<file path="src/hw/rtl/pcmrms_pkg.sv">
package pcmrms_pkg;

  localparam int unsigned MagW       = 16;
  localparam int unsigned SqW        = 2 * MagW;
  localparam int unsigned QueueDepth = 2;

  typedef struct packed {
    logic [7:0] data_byte;
    logic       last_byte;
  } pcm_in_t;

  typedef struct packed {
    logic [15:0] peak_level;
    logic [23:0] rms_level;
    logic [16:0] sample_total;
    logic        count_overflow;
  } pcm_res_t;

  typedef struct packed {
    logic push;
    logic last_pend;
  } front_stat_t;

endpackage

</file>
<file path="src/hw/rtl/pcmrms_front.sv">
module pcmrms_front import pcmrms_pkg::*; #(
  parameter int unsigned MAX_SAMPLES = 65536,
  parameter int unsigned CNT_W       = 17,
  parameter int unsigned SUM_W       = 47
) (
  input  logic             clk_i,
  input  logic             rst_ni,
  input  logic             acc_i,
  input  pcm_in_t          in_i,
  output front_stat_t      stat_o,
  output logic [MagW-1:0]  seg_peak_o,
  output logic [SUM_W-1:0] seg_sum_o,
  output logic [CNT_W-1:0] seg_cnt_o,
  output logic             seg_ovf_o
);

  logic [7:0]       held_q;
  logic             lowv_q;
  logic [MagW-1:0]  peak_q, peak_d;
  logic [CNT_W-1:0] cnt_q, cnt_d;
  logic             ovf_q, ovf_d;

  logic             p_take_q, p_last_q;
  logic [MagW-1:0]  p_mag_q, p_peak_q;
  logic [CNT_W-1:0] p_cnt_q;
  logic             p_ovf_q;
  logic [SUM_W-1:0] sum_q, sum_d;

  logic [15:0]      raw;
  logic [MagW-1:0]  mag;
  logic             room;
  logic             take;
  logic [SqW-1:0]   sq;

  assign raw  = {in_i.data_byte, held_q};
  assign mag  = raw[15] ? MagW'(~raw + 16'd1) : MagW'(raw);
  assign room = cnt_q < CNT_W'(MAX_SAMPLES);
  assign take = acc_i && lowv_q && room;

  always_comb begin
    peak_d = (take && (mag > peak_q)) ? mag : peak_q;
    cnt_d  = cnt_q + CNT_W'(take);
    ovf_d  = ovf_q | (acc_i && lowv_q && !room);
  end

  assign sq    = p_mag_q * p_mag_q;
  assign sum_d = sum_q + (p_take_q ? SUM_W'(sq) : '0);

  always_ff @(posedge clk_i or negedge rst_ni) begin
    if (!rst_ni) begin
      held_q   <= '0;
      lowv_q   <= 1'b0;
      peak_q   <= '0;
      cnt_q    <= '0;
      ovf_q    <= 1'b0;
      p_take_q <= 1'b0;
      p_last_q <= 1'b0;
      p_mag_q  <= '0;
      p_peak_q <= '0;
      p_cnt_q  <= '0;
      p_ovf_q  <= 1'b0;
      sum_q    <= '0;
    end else begin
      p_take_q <= take;
      p_last_q <= acc_i && in_i.last_byte;
      if (acc_i) begin
        p_mag_q <= mag;
        if (!lowv_q) begin
          held_q <= in_i.data_byte;
        end
        if (in_i.last_byte) begin
          p_peak_q <= peak_d;
          p_cnt_q  <= cnt_d;
          p_ovf_q  <= ovf_d;
          lowv_q   <= 1'b0;
          peak_q   <= '0;
          cnt_q    <= '0;
          ovf_q    <= 1'b0;
        end else begin
          lowv_q <= !lowv_q;
          peak_q <= peak_d;
          cnt_q  <= cnt_d;
          ovf_q  <= ovf_d;
        end
      end
      sum_q <= p_last_q ? '0 : sum_d;
    end
  end

  assign stat_o.push      = p_last_q;
  assign stat_o.last_pend = p_last_q;
  assign seg_peak_o       = p_peak_q;
  assign seg_sum_o        = sum_d;
  assign seg_cnt_o        = p_cnt_q;
  assign seg_ovf_o        = p_ovf_q;

endmodule

</file>
<file path="src/hw/rtl/pcmrms_queue.sv">
module pcmrms_queue import pcmrms_pkg::*; #(
  parameter int unsigned W     = 8,
  parameter int unsigned DEPTH = 2
) (
  input  logic                       clk_i,
  input  logic                       rst_ni,
  input  logic                       wr_i,
  input  logic [W-1:0]               wdata_i,
  input  logic                       rd_i,
  output logic [W-1:0]               rdata_o,
  output logic                       empty_o,
  output logic [$clog2(DEPTH+1)-1:0] count_o
);

  localparam int unsigned PtrW = (DEPTH > 1) ? $clog2(DEPTH) : 1;
  localparam int unsigned CntW = $clog2(DEPTH+1);

  logic [W-1:0]    mem_q [DEPTH];
  logic [PtrW-1:0] wptr_q, rptr_q;
  logic [CntW-1:0] cnt_q;
  logic            do_rd;

  assign do_rd = rd_i && (cnt_q != '0);

  always_ff @(posedge clk_i or negedge rst_ni) begin
    if (!rst_ni) begin
      wptr_q <= '0;
      rptr_q <= '0;
      cnt_q  <= '0;
    end else begin
      if (wr_i) begin
        wptr_q <= (wptr_q == PtrW'(DEPTH-1)) ? '0 : wptr_q + PtrW'(1);
      end
      if (do_rd) begin
        rptr_q <= (rptr_q == PtrW'(DEPTH-1)) ? '0 : rptr_q + PtrW'(1);
      end
      cnt_q <= cnt_q + CntW'(wr_i) - CntW'(do_rd);
    end
  end

  always_ff @(posedge clk_i) begin
    if (wr_i) begin
      mem_q[wptr_q] <= wdata_i;
    end
  end

  assign rdata_o = mem_q[rptr_q];
  assign empty_o = (cnt_q == '0);
  assign count_o = cnt_q;

endmodule

</file>
<file path="src/hw/rtl/pcmrms_back.sv">
module pcmrms_back import pcmrms_pkg::*; #(
  parameter int unsigned CNT_W             = 17,
  parameter int unsigned SUM_W             = 47,
  parameter int unsigned RMS_FRACTION_BITS = 8
) (
  input  logic             clk_i,
  input  logic             rst_ni,
  input  logic             q_empty_i,
  output logic             q_pop_o,
  input  logic [MagW-1:0]  seg_peak_i,
  input  logic [SUM_W-1:0] seg_sum_i,
  input  logic [CNT_W-1:0] seg_cnt_i,
  input  logic             seg_ovf_i,
  input  logic             pop_i,
  output logic             empty_o,
  output pcm_res_t         res_o
);

  localparam int unsigned NumW  = SUM_W + 2 * RMS_FRACTION_BITS;
  localparam int unsigned RootW = (NumW + 1) / 2;
  localparam int unsigned StepW = $clog2(NumW + 1);

  typedef enum logic [1:0] {B_IDLE, B_DIV, B_SQRT, B_HOLD} bstate_e;

  bstate_e          state_q;
  logic [NumW-1:0]  num_q;
  logic [CNT_W-1:0] rem_q, den_q;
  logic [2*RootW-1:0] rad_q;
  logic [RootW-1:0] root_q;
  logic [RootW:0]   srem_q;
  logic [StepW-1:0] step_q;
  logic [MagW-1:0]  peak_q;
  logic [CNT_W-1:0] cnt_q;
  logic             ovf_q;
  logic [23:0]      rms_q;
  logic             res_v_q;
  pcm_res_t         res_q;

  logic [CNT_W:0]   r2;
  logic             dge;
  logic [CNT_W:0]   r2_sub;
  logic [RootW+2:0] t, trial;
  logic             sge;
  logic [RootW+2:0] t_sub;
  logic [RootW-1:0] root_n;
  logic             out_free;

  assign r2     = {rem_q, num_q[NumW-1]};
  assign dge    = r2 >= {1'b0, den_q};
  assign r2_sub = r2 - {1'b0, den_q};

  assign t      = {srem_q, rad_q[2*RootW-1 -: 2]};
  assign trial  = (RootW+3)'({root_q, 2'b01});
  assign sge    = t >= trial;
  assign t_sub  = t - trial;
  assign root_n = {root_q[RootW-2:0], sge};

  assign out_free = !res_v_q || pop_i;
  assign q_pop_o  = (state_q == B_IDLE) && !q_empty_i;

  always_ff @(posedge clk_i or negedge rst_ni) begin
    if (!rst_ni) begin
      state_q <= B_IDLE;
      num_q   <= '0;
      rem_q   <= '0;
      den_q   <= '0;
      rad_q   <= '0;
      root_q  <= '0;
      srem_q  <= '0;
      step_q  <= '0;
      peak_q  <= '0;
      cnt_q   <= '0;
      ovf_q   <= 1'b0;
      rms_q   <= '0;
      res_v_q <= 1'b0;
      res_q   <= '0;
    end else begin
      if (pop_i && res_v_q) begin
        res_v_q <= 1'b0;
      end
      unique case (state_q)
        B_IDLE: begin
          if (!q_empty_i) begin
            num_q  <= NumW'(seg_sum_i) << (2 * RMS_FRACTION_BITS);
            den_q  <= seg_cnt_i;
            rem_q  <= '0;
            step_q <= '0;
            peak_q <= seg_peak_i;
            cnt_q  <= seg_cnt_i;
            ovf_q  <= seg_ovf_i;
            rms_q  <= '0;
            state_q <= (seg_cnt_i == '0) ? B_HOLD : B_DIV;
          end
        end
        B_DIV: begin
          num_q  <= {num_q[NumW-2:0], dge};
          rem_q  <= dge ? CNT_W'(r2_sub) : CNT_W'(r2);
          step_q <= step_q + StepW'(1);
          if (step_q == StepW'(NumW-1)) begin
            rad_q   <= (2*RootW)'({num_q[NumW-2:0], dge});
            root_q  <= '0;
            srem_q  <= '0;
            step_q  <= '0;
            state_q <= B_SQRT;
          end
        end
        B_SQRT: begin
          rad_q  <= rad_q << 2;
          root_q <= root_n;
          srem_q <= sge ? (RootW+1)'(t_sub) : (RootW+1)'(t);
          step_q <= step_q + StepW'(1);
          if (step_q == StepW'(RootW-1)) begin
            rms_q   <= 24'(root_n);
            state_q <= B_HOLD;
          end
        end
        B_HOLD: begin
          if (out_free) begin
            res_v_q              <= 1'b1;
            res_q.peak_level     <= peak_q;
            res_q.rms_level      <= rms_q;
            res_q.sample_total   <= 17'(cnt_q);
            res_q.count_overflow <= ovf_q;
            state_q              <= B_IDLE;
          end
        end
        default: state_q <= B_IDLE;
      endcase
    end
  end

  assign empty_o = !res_v_q;
  assign res_o   = res_q;

endmodule

</file>
<file path="src/hw/rtl/pcm16_peak_rms_meter_unit.sv">
// PCM16 peak / RMS level meter.
// Input queue port: push with in_i (data_byte, last_byte); a byte is taken
// when push is high and full is low. Bytes pair little-endian into signed
// samples; last_byte closes the segment and yields one result item.
// Result queue port: res_o is valid while empty is low and is taken when
// pop is high. Fields: peak_level, rms_level (8 fraction bits), sample_total,
// count_overflow.
// Throughput: one byte per cycle while full is low. Each segment end runs a
// bit-serial divide and a bit-serial square root in the back unit; a segment
// with no whole sample skips both.
// A two-entry queue holds finished segment totals, so bytes keep flowing
// while the back unit works. full rises when that queue, plus a segment
// total about to be written, reaches two entries; a stalled receiver ends up
// holding off pushes this way once the queue has filled.
// Reset (rst_ni low, asynchronous) clears all segment totals and queues.
module pcm16_peak_rms_meter_unit import pcmrms_pkg::*; #(
  parameter int unsigned MAX_SAMPLES       = 65536,
  parameter int unsigned RMS_FRACTION_BITS = 8
) (
  input  logic     clk_i,
  input  logic     rst_ni,
  input  logic     push,
  output logic     full,
  input  pcm_in_t  in_i,
  output logic     empty,
  input  logic     pop,
  output pcm_res_t res_o
);

  localparam int unsigned CntW = $clog2(MAX_SAMPLES + 1);
  localparam int unsigned SumW = CntW + 30;
  localparam int unsigned QW   = MagW + SumW + CntW + 1;
  localparam int unsigned QCW  = $clog2(QueueDepth + 1);

  front_stat_t     fstat;
  logic [MagW-1:0] seg_peak, q_peak;
  logic [SumW-1:0] seg_sum, q_sum;
  logic [CntW-1:0] seg_cnt, q_cnt;
  logic            seg_ovf, q_ovf;
  logic [QW-1:0]   q_rdata;
  logic            q_empty, q_pop;
  logic [QCW-1:0]  q_count;
  logic            acc;

  assign full = ((QCW+1)'(q_count) + (QCW+1)'(fstat.last_pend)) >= (QCW+1)'(QueueDepth);
  assign acc  = push && !full;

  pcmrms_front #(
    .MAX_SAMPLES(MAX_SAMPLES),
    .CNT_W      (CntW),
    .SUM_W      (SumW)
  ) u_front (
    .clk_i     (clk_i),
    .rst_ni    (rst_ni),
    .acc_i     (acc),
    .in_i      (in_i),
    .stat_o    (fstat),
    .seg_peak_o(seg_peak),
    .seg_sum_o (seg_sum),
    .seg_cnt_o (seg_cnt),
    .seg_ovf_o (seg_ovf)
  );

  pcmrms_queue #(
    .W    (QW),
    .DEPTH(QueueDepth)
  ) u_queue (
    .clk_i  (clk_i),
    .rst_ni (rst_ni),
    .wr_i   (fstat.push),
    .wdata_i({seg_peak, seg_sum, seg_cnt, seg_ovf}),
    .rd_i   (q_pop),
    .rdata_o(q_rdata),
    .empty_o(q_empty),
    .count_o(q_count)
  );

  assign {q_peak, q_sum, q_cnt, q_ovf} = q_rdata;

  pcmrms_back #(
    .CNT_W            (CntW),
    .SUM_W            (SumW),
    .RMS_FRACTION_BITS(RMS_FRACTION_BITS)
  ) u_back (
    .clk_i     (clk_i),
    .rst_ni    (rst_ni),
    .q_empty_i (q_empty),
    .q_pop_o   (q_pop),
    .seg_peak_i(q_peak),
    .seg_sum_i (q_sum),
    .seg_cnt_i (q_cnt),
    .seg_ovf_i (q_ovf),
    .pop_i     (pop),
    .empty_o   (empty),
    .res_o     (res_o)
  );

endmodule

</file>
<file path="config.mk">
export PLATFORM = sky130hd
export DESIGN_NAME = pcm16_peak_rms_meter_unit
export DESIGN_NICKNAME = d
export VERILOG_FILES = /design/src/hw/rtl/pcmrms_pkg.sv /design/src/hw/rtl/pcmrms_front.sv /design/src/hw/rtl/pcmrms_queue.sv /design/src/hw/rtl/pcmrms_back.sv /design/src/hw/rtl/pcm16_peak_rms_meter_unit.sv
export SDC_FILE = /design/constraint.sdc
export NUM_CORES = 2
export LEC_CHECK = 0
export ABC_CLOCK_PERIOD_IN_PS = 7900
export BUFFER_PORTS_ARGS = -buffer_cell sky130_fd_sc_hd__buf_2
export CAP_MARGIN = 20
export CORE_ASPECT_RATIO = 0.75
export CORE_MARGIN = 4
export CORE_UTILIZATION = 40
export CTS_BUF_LIST = sky130_fd_sc_hd__clkbuf_2
export CTS_CLUSTER_SIZE = 8
export DETAILED_ROUTE_END_ITERATION = 10
export PLACE_DENSITY_LB_ADDON = 0.12
export SLEW_MARGIN = 20
export SYNTH_ARGS = -nofsm -noshare
export SYNTH_HDL_FRONTEND = slang
export SYNTH_SLANG_ARGS = --single-unit
export TNS_END_PERCENT = 10
</file>
<file path="constraint.sdc">
create_clock -name clk_i -period 7.9 [get_ports clk_i]
set_input_delay 1.185 -clock clk_i [delete_from_list [all_inputs] [get_ports clk_i]]
set_output_delay 1.185 -clock clk_i [all_outputs]
set_load 0.02 [all_outputs]
</file>
# --- Word level (Yosys, flattened, before mapping) ---
# Memory sizes are Yosys's and may differ from the RTL's.
# Index checks and enable logic that the tools add are counted.
op_classes:
  add_sub_neg: 11
  mul: 1
  n_lt_le_gt_ge: 5
  n_eq_ne: 9
  muxes: 39
  n_bitwise: 4
  n_reduce_logical: 32
ops:
  columns: ["op", "n"]
  rows:
  - ["64-bit one-hot mux with 2 select lines", 1]
  - ["63-bit one-hot mux with 2 select lines", 1]
  - ["33-bit 2-to-1 mux", 2]
  - ["33-bit one-hot mux with 2 select lines", 1]
  - ["32-bit 2-to-1 mux", 2]
  - ["64-bit 2-to-1 mux", 1]
  - ["32-bit one-hot mux with 2 select lines", 1]
  - ["63-bit 2-to-1 mux", 1]
  - ["17-bit 2-to-1 mux", 3]
  - ["16-bit 2-to-1 mux", 3]
  - ["24-bit 2-to-1 mux", 2]
  - ["24-bit one-hot mux with 2 select lines", 1]
  - ["47-bit adder", 1]
  - ["47-bit 2-to-1 mux", 1]
  - ["35-bit by 34-bit >= comparator with 1-bit output", 1]
  - ["17-bit one-hot mux with 2 select lines", 1]
  - ["33-bit subtractor", 1]
  - ["16-bit by 16-bit multiplier with 32-bit output", 1]
  - ["18-bit by 17-bit >= comparator with 1-bit output", 1]
  - ["6-bit one-hot mux with 3 select lines", 1]
  - ["17-bit by 1-bit adder with 17-bit output", 1]
  - ["17-bit zero test", 1]
  - ["17-bit < comparator, second input constant", 1]
  - ["17-bit subtractor", 1]
  - ["other kinds (30)", 70]
word_totals:
  ff_bits: 480
  ramBits: 162
  input_bits: 13
  output_inout_bits: 60
  elab_cells: 133
  n_memories: 1
mem_list:
  columns: ["memory", "words", "width", "read_ports", "rd_clocked_by_memory_dff", "write_ports", "line", "text"]
  rows:
  - ["u_queue.mem_q", 2, 81, 1, 0, 1, "pcmrms_queue.sv:18", "logic [W-1:0] mem_q [DEPTH];"]

# --- Logic depth before layout (Yosys ltp) ---
logic_depth:
  ltp_word: 9
  mapped_depth: 37

# --- By module ---
# Synthesis repeated with hierarchy kept, for this count alone.
unflattened:
  cells_unflattened: 3796
  hier_area_um2: 39537.9
by_module_without_submodules:
  columns: ["module", "n_inst", "cells_per_inst", "area_each_um2", "seq_area_each_um2"]
  rows:
  - ["pcmrms_back", 1, 1718, 16923.7, 8358.0]
  - ["pcmrms_front", 1, 1807, 16160.5, 3553.4]
  - ["pcmrms_queue", 1, 268, 6436.2, 4964.8]
  - ["pcm16_peak_rms_meter_unit", 1, 3, 17.5, 0.0]

# --- Least setup slack after synthesis ---
# OpenSTA, ideal clock, no wires.
synth_timing:
  kind: "reg2reg"
  startpoint: "reg u_front.p_mag_q[1]"
  endpoint: "reg u_front.sum_q[46]"
  setup_ns: 0.118
  arrival_time_ns: 8.209
  setup_slack_ns: -0.427
  stages_incl_launch_ff: 33
  n_path_buf: 3
  path_cell_list: "dfrtp_1 > clkbuf_1 > clkbuf_1 > nand2_1 > fa_1 > inv_1 > fa_1 > fa_1 > fa_1 > fa_1 > inv_1 > fa_1 > inv_1 > ha_1 > a21o_1 > a21o_1 > or3_1 > o21bai_1 > nor2_1 > a311oi_1 > xnor2_1 > and2_1 > ha_1 > buf_2 > nand4_1 > nor3_1 > a2111oi_0 > o21a_1 > o21ai_2 > nor3_2 > or4_4 > xnor2_2 > and2b_1"
synth_between:
  elab_chain_cells: 4
synth_lines:
  columns: ["item", "line", "text"]
  rows:
  - ["start, declared", "pcmrms_front.sv:24", "logic [MagW-1:0] p_mag_q, p_peak_q;"]
  - ["start signal, assigned", "pcmrms_front.sv:67", "p_mag_q <= mag;"]
  - ["16-bit by 16-bit multiplier with 32-bit output", "pcmrms_front.sv:46", "assign sq = p_mag_q * p_mag_q;"]
  - ["32-bit 2-to-1 mux", "pcmrms_front.sv:47", "assign sum_d = sum_q + (p_take_q ? SUM_W'(sq) : '0);"]
  - ["47-bit adder", "pcmrms_front.sv:47", null]
  - ["net seg_sum[46]", "pcm16_peak_rms_meter_unit.sv:37", "logic [SumW-1:0] seg_sum, q_sum;"]
  - ["47-bit 2-to-1 mux", "pcmrms_front.sv:86", "sum_q <= p_last_q ? '0 : sum_d;"]
  - ["end signal, assigned", "pcmrms_front.sv:86", null]
  - ["end, declared", "pcmrms_front.sv:27", "logic [SUM_W-1:0] sum_q, sum_d;"]
# The timed path passes the listed nets, and every way through them passes these cells.
# A chain may end at the register's enable or synchronous reset.

# --- Worst setup path after layout ---
layout_timing:
  startpoint: "reg u_front.p_mag_q[4]"
  endpoint: "reg u_front.sum_q[46]"
# Same word-level chain as after synthesis.

==> results_dict.tcl <==
set metrics [dict create \
    numClockSinks 642 \
    post_drt_wl_per_cell_um 16.64 \
    yosys_warnings 0 \
    number_of_enable_flip_flop_cells_after_synthesis 162 \
    yosysTopAreaCell "dfrtp_1" \
    crit_path_end_kind "register" \
    maxSlewHeadroom_pct 28.00 \
    final_antenna_net_count 0 \
    synth.cells.most_frequent "dfrtp_1 (480), nand2_1 (422), inv_1 (348)" \
    finalWirelength_um 91180 \
    hold_viol 0 \
    clk_latency_ps 1440 \
    drive_above_1_share_pct 22.02 \
    grt_first_pass_wirelength_um 152600 \
    failed_checks "negative setup slack" \
    timing.rr.start "u_front.p_mag_q[4]" \
    synthMostInstantiatedCell "dfrtp_1" \
    die_height_um 276.4 \
    yosys_most_used_dff "dfrtp_1" \
    critical_path_required_ps 9170 \
    initial_core_util_pct 40.33 \
    synthesis.area_per_instance_um2 10.22 \
    hp-class "in -> reg" \
    drt_first_iter_violations 1425 \
    ctsLongestPathBuffers 3 \
    period_minus_slack_ps 7981 \
    root_buffer "clkbuf_2" \
    netlist_instances 3761 \
    skew_ps 90.17 \
    post-synth-top-area-fraction_pct 31.26 \
    cts_tree "built" \
    worst-slew-pin-transition_ps 1080 \
    rsz_0062_raised_after_global_routing "true" \
    synth.distinct_cells 86 \
    die_w_um 365.9 \
    design.core.area_um2 95270 \
    setup_ws_ps -81.49 \
    ff_latch_area_um2 16900 \
    fin_crit_sh_pct 101.0 \
    post-route-util_pct 46.61 \
    routed-via-count 27620 \
    timing.critical_path.buf_inv 6 \
    final_max_slew_viol_count 0 \
    timing.fmax_mhz 125.3 \
    fin_cells 5481 \
    hold_path.startpoint "pop" \
    row_count 98 \
    place_inst 5119 \
    reg2reg_setup_slack_ps -80 \
    finalSetupViolCount 6 \
    crit_path_max_fanout 4 \
    net_count_synth 4151 \
    detailed_placement_wirelength_estimate_um 63440 \
    most_frequent_cell_on_the_critical_path "fa_1" \
    max-cap-violations 0 \
    remaining_drc_errors 0 \
    worst_path_largest_cell_delay_ps 560 \
    post_drt_via_cell_ratio 5.039 \
    critPathKind "reg -> reg" \
    outcome "finished with violations" \
    crit_path_arrival_time_ps 9250 \
    io-pin-count 73 \
    gp_congestion 0.8341 \
    fill_cell_count 9068 \
    critPathTopFamily "adder cells" \
    area.growth.synth_to_final_pct 15.59 \
    htreeDepth 4 \
    ys_top_cells_by_area "dfrtp_1 (31%), edfxtp_1 (13%), fa_1 (8.4%)" \
    path_clk_slew_ps 100 \
    num-nets-final 4479 \
    grt_util_all_layers_pct 18.24 \
    vias_in_the_first_global_route 28300 \
    die_footprint_um2 101100 \
    postSynthRegisterBits 642 \
    first_pass_iters 5 \
    grt_max_degree 143 \
    worst_path_max_delay_cell "fa_2" \
    syn-cell-area_um2 38420 \
    grt-ovfl-total 0 \
    synthArstFlopShare_pct 74.77 \
    cts_made_buffers 163 \
    start_kind "register" \
    ys_seq_area_share_pct 43.92 \
    multi_input_comb_area_um2 20470 \
    port-buffer-count 72 \
    grt_antenna_before_repair 3 \
    cp-startpoint "u_front.p_mag_q[4]" \
]
## state kept, by name, summed over array words and instances, names as in the netlist, 8 cells and up
name                cells
u_front.seg_cnt_o      17
u_front.peak_q         16
u_back.res_o           58
u_back.rms_q           24
u_front.held_q          8
u_queue.mem_q         162
u_back.srem_q          33
u_back.den_q           17
u_back.rad_q           64
u_front.sum_q          47
u_front.p_mag_q        16
u_front.seg_peak_o     16
u_back.root_q          32
u_front.cnt_q          17
u_back.num_q           63
u_back.rem_q           17
u_back.peak_q          16
## layout by cell type, fill, tap and decap left out, types with 112 or more instances in the layout
cell type and n:
dfrtp_1 464, nand2_1 402, inv_1 325, o21ai_0 271, clkbuf_2 248, buf_4 243, a21oi_1 214, ha_1 194
edfxtp_1 162, fa_1 155, nor2_1 153, o22ai_1 121, mux2_2 112
## path summary, 6_finish.rpt
kind / endpoint / depth (start not counted)
max: u_front.sum_q[46] / 33
min: u_back.res_v_q / 3
max reg2reg: u_front.sum_q[46] / 33
min reg2reg: u_queue.mem_q[1][16] / 0
max in group asynchronous: u_front.p_mag_q[2] / 3
min in group asynchronous: u_back.res_o[21] / 2
## through the flow
stage / TNS, ps / area [µm²] / setup WS (ps) / hold slack, ps
after floorplan: 0 / 38490 / 0.007105 / 436.6
after global placement: -13410 / 41480 / -313.7 / 452.3
after detailed placement: -15620 / 41480 / -391.1 / 458.2
after CTS: -1349 / 43960 / -139.4 / 46.61
after global routing: -14220 / 44410 / -383.4 / 101.8
final: -251.2 / 44410 / -81.49 / 279.9
## cell type report
cell class,count,area share (%)
clock inverter,51,0.6987
tap,1250,3.522
multi-input combinational,2584,46.08
clock buffer,248,2.795
sequential,642,38.05
timing repair buffer,349,5.857
antenna,8,0.04508
inverter,349,2.950
## repair_timing
action	CTS	global route
setup buffers	39	9
endpoints found under the setup margin	63	73
cloned	0	0
endpoints found under the hold margin	105	0
hold buffers	9	0
pin swaps	93	66
gates resized for setup	126	84
## per-layer routing
metal	share of wire [%]	up-vias	global-route usage [%]	wire, µm
li1	-	13820	-	-
met1	54	13300	28.63	49580
met2	41	380	25.60	37190
met3	3.2	120	3.234	2904
met4	1.7	0	4.965	1505
met5	0	-	0	0
## worst reg2reg max path, delay by kind of cell, from the launching register on
family | cells | cell delay, ps
compound gates | 8 | 1330
xor+xnor | 2 | 240
fa+ha+maj | 8 | 3540
buf+inv | 6 | 440
flops | 1 | 450
simple gates | 9 | 1880
## kinds of logic (layout without fill, tap and decap cells)
group                      count (synthesis)  in the layout  synth area share, %
DFF                                      642            642                43.92
muxes                                    220            220                6.096
and+or+nand+nor                          908            908                10.83
xor gates and xnor gates                 149            149                3.416
other                                      0              8                    0
AOI/OAI and AO/OA                        930            930                15.00
buffers and inverters                    535            997                5.292
adders and majority gates                377            377                15.44
Power is not shown: default switching activity piles up to over one toggle a cycle in this logic, so the estimate is an artifact.
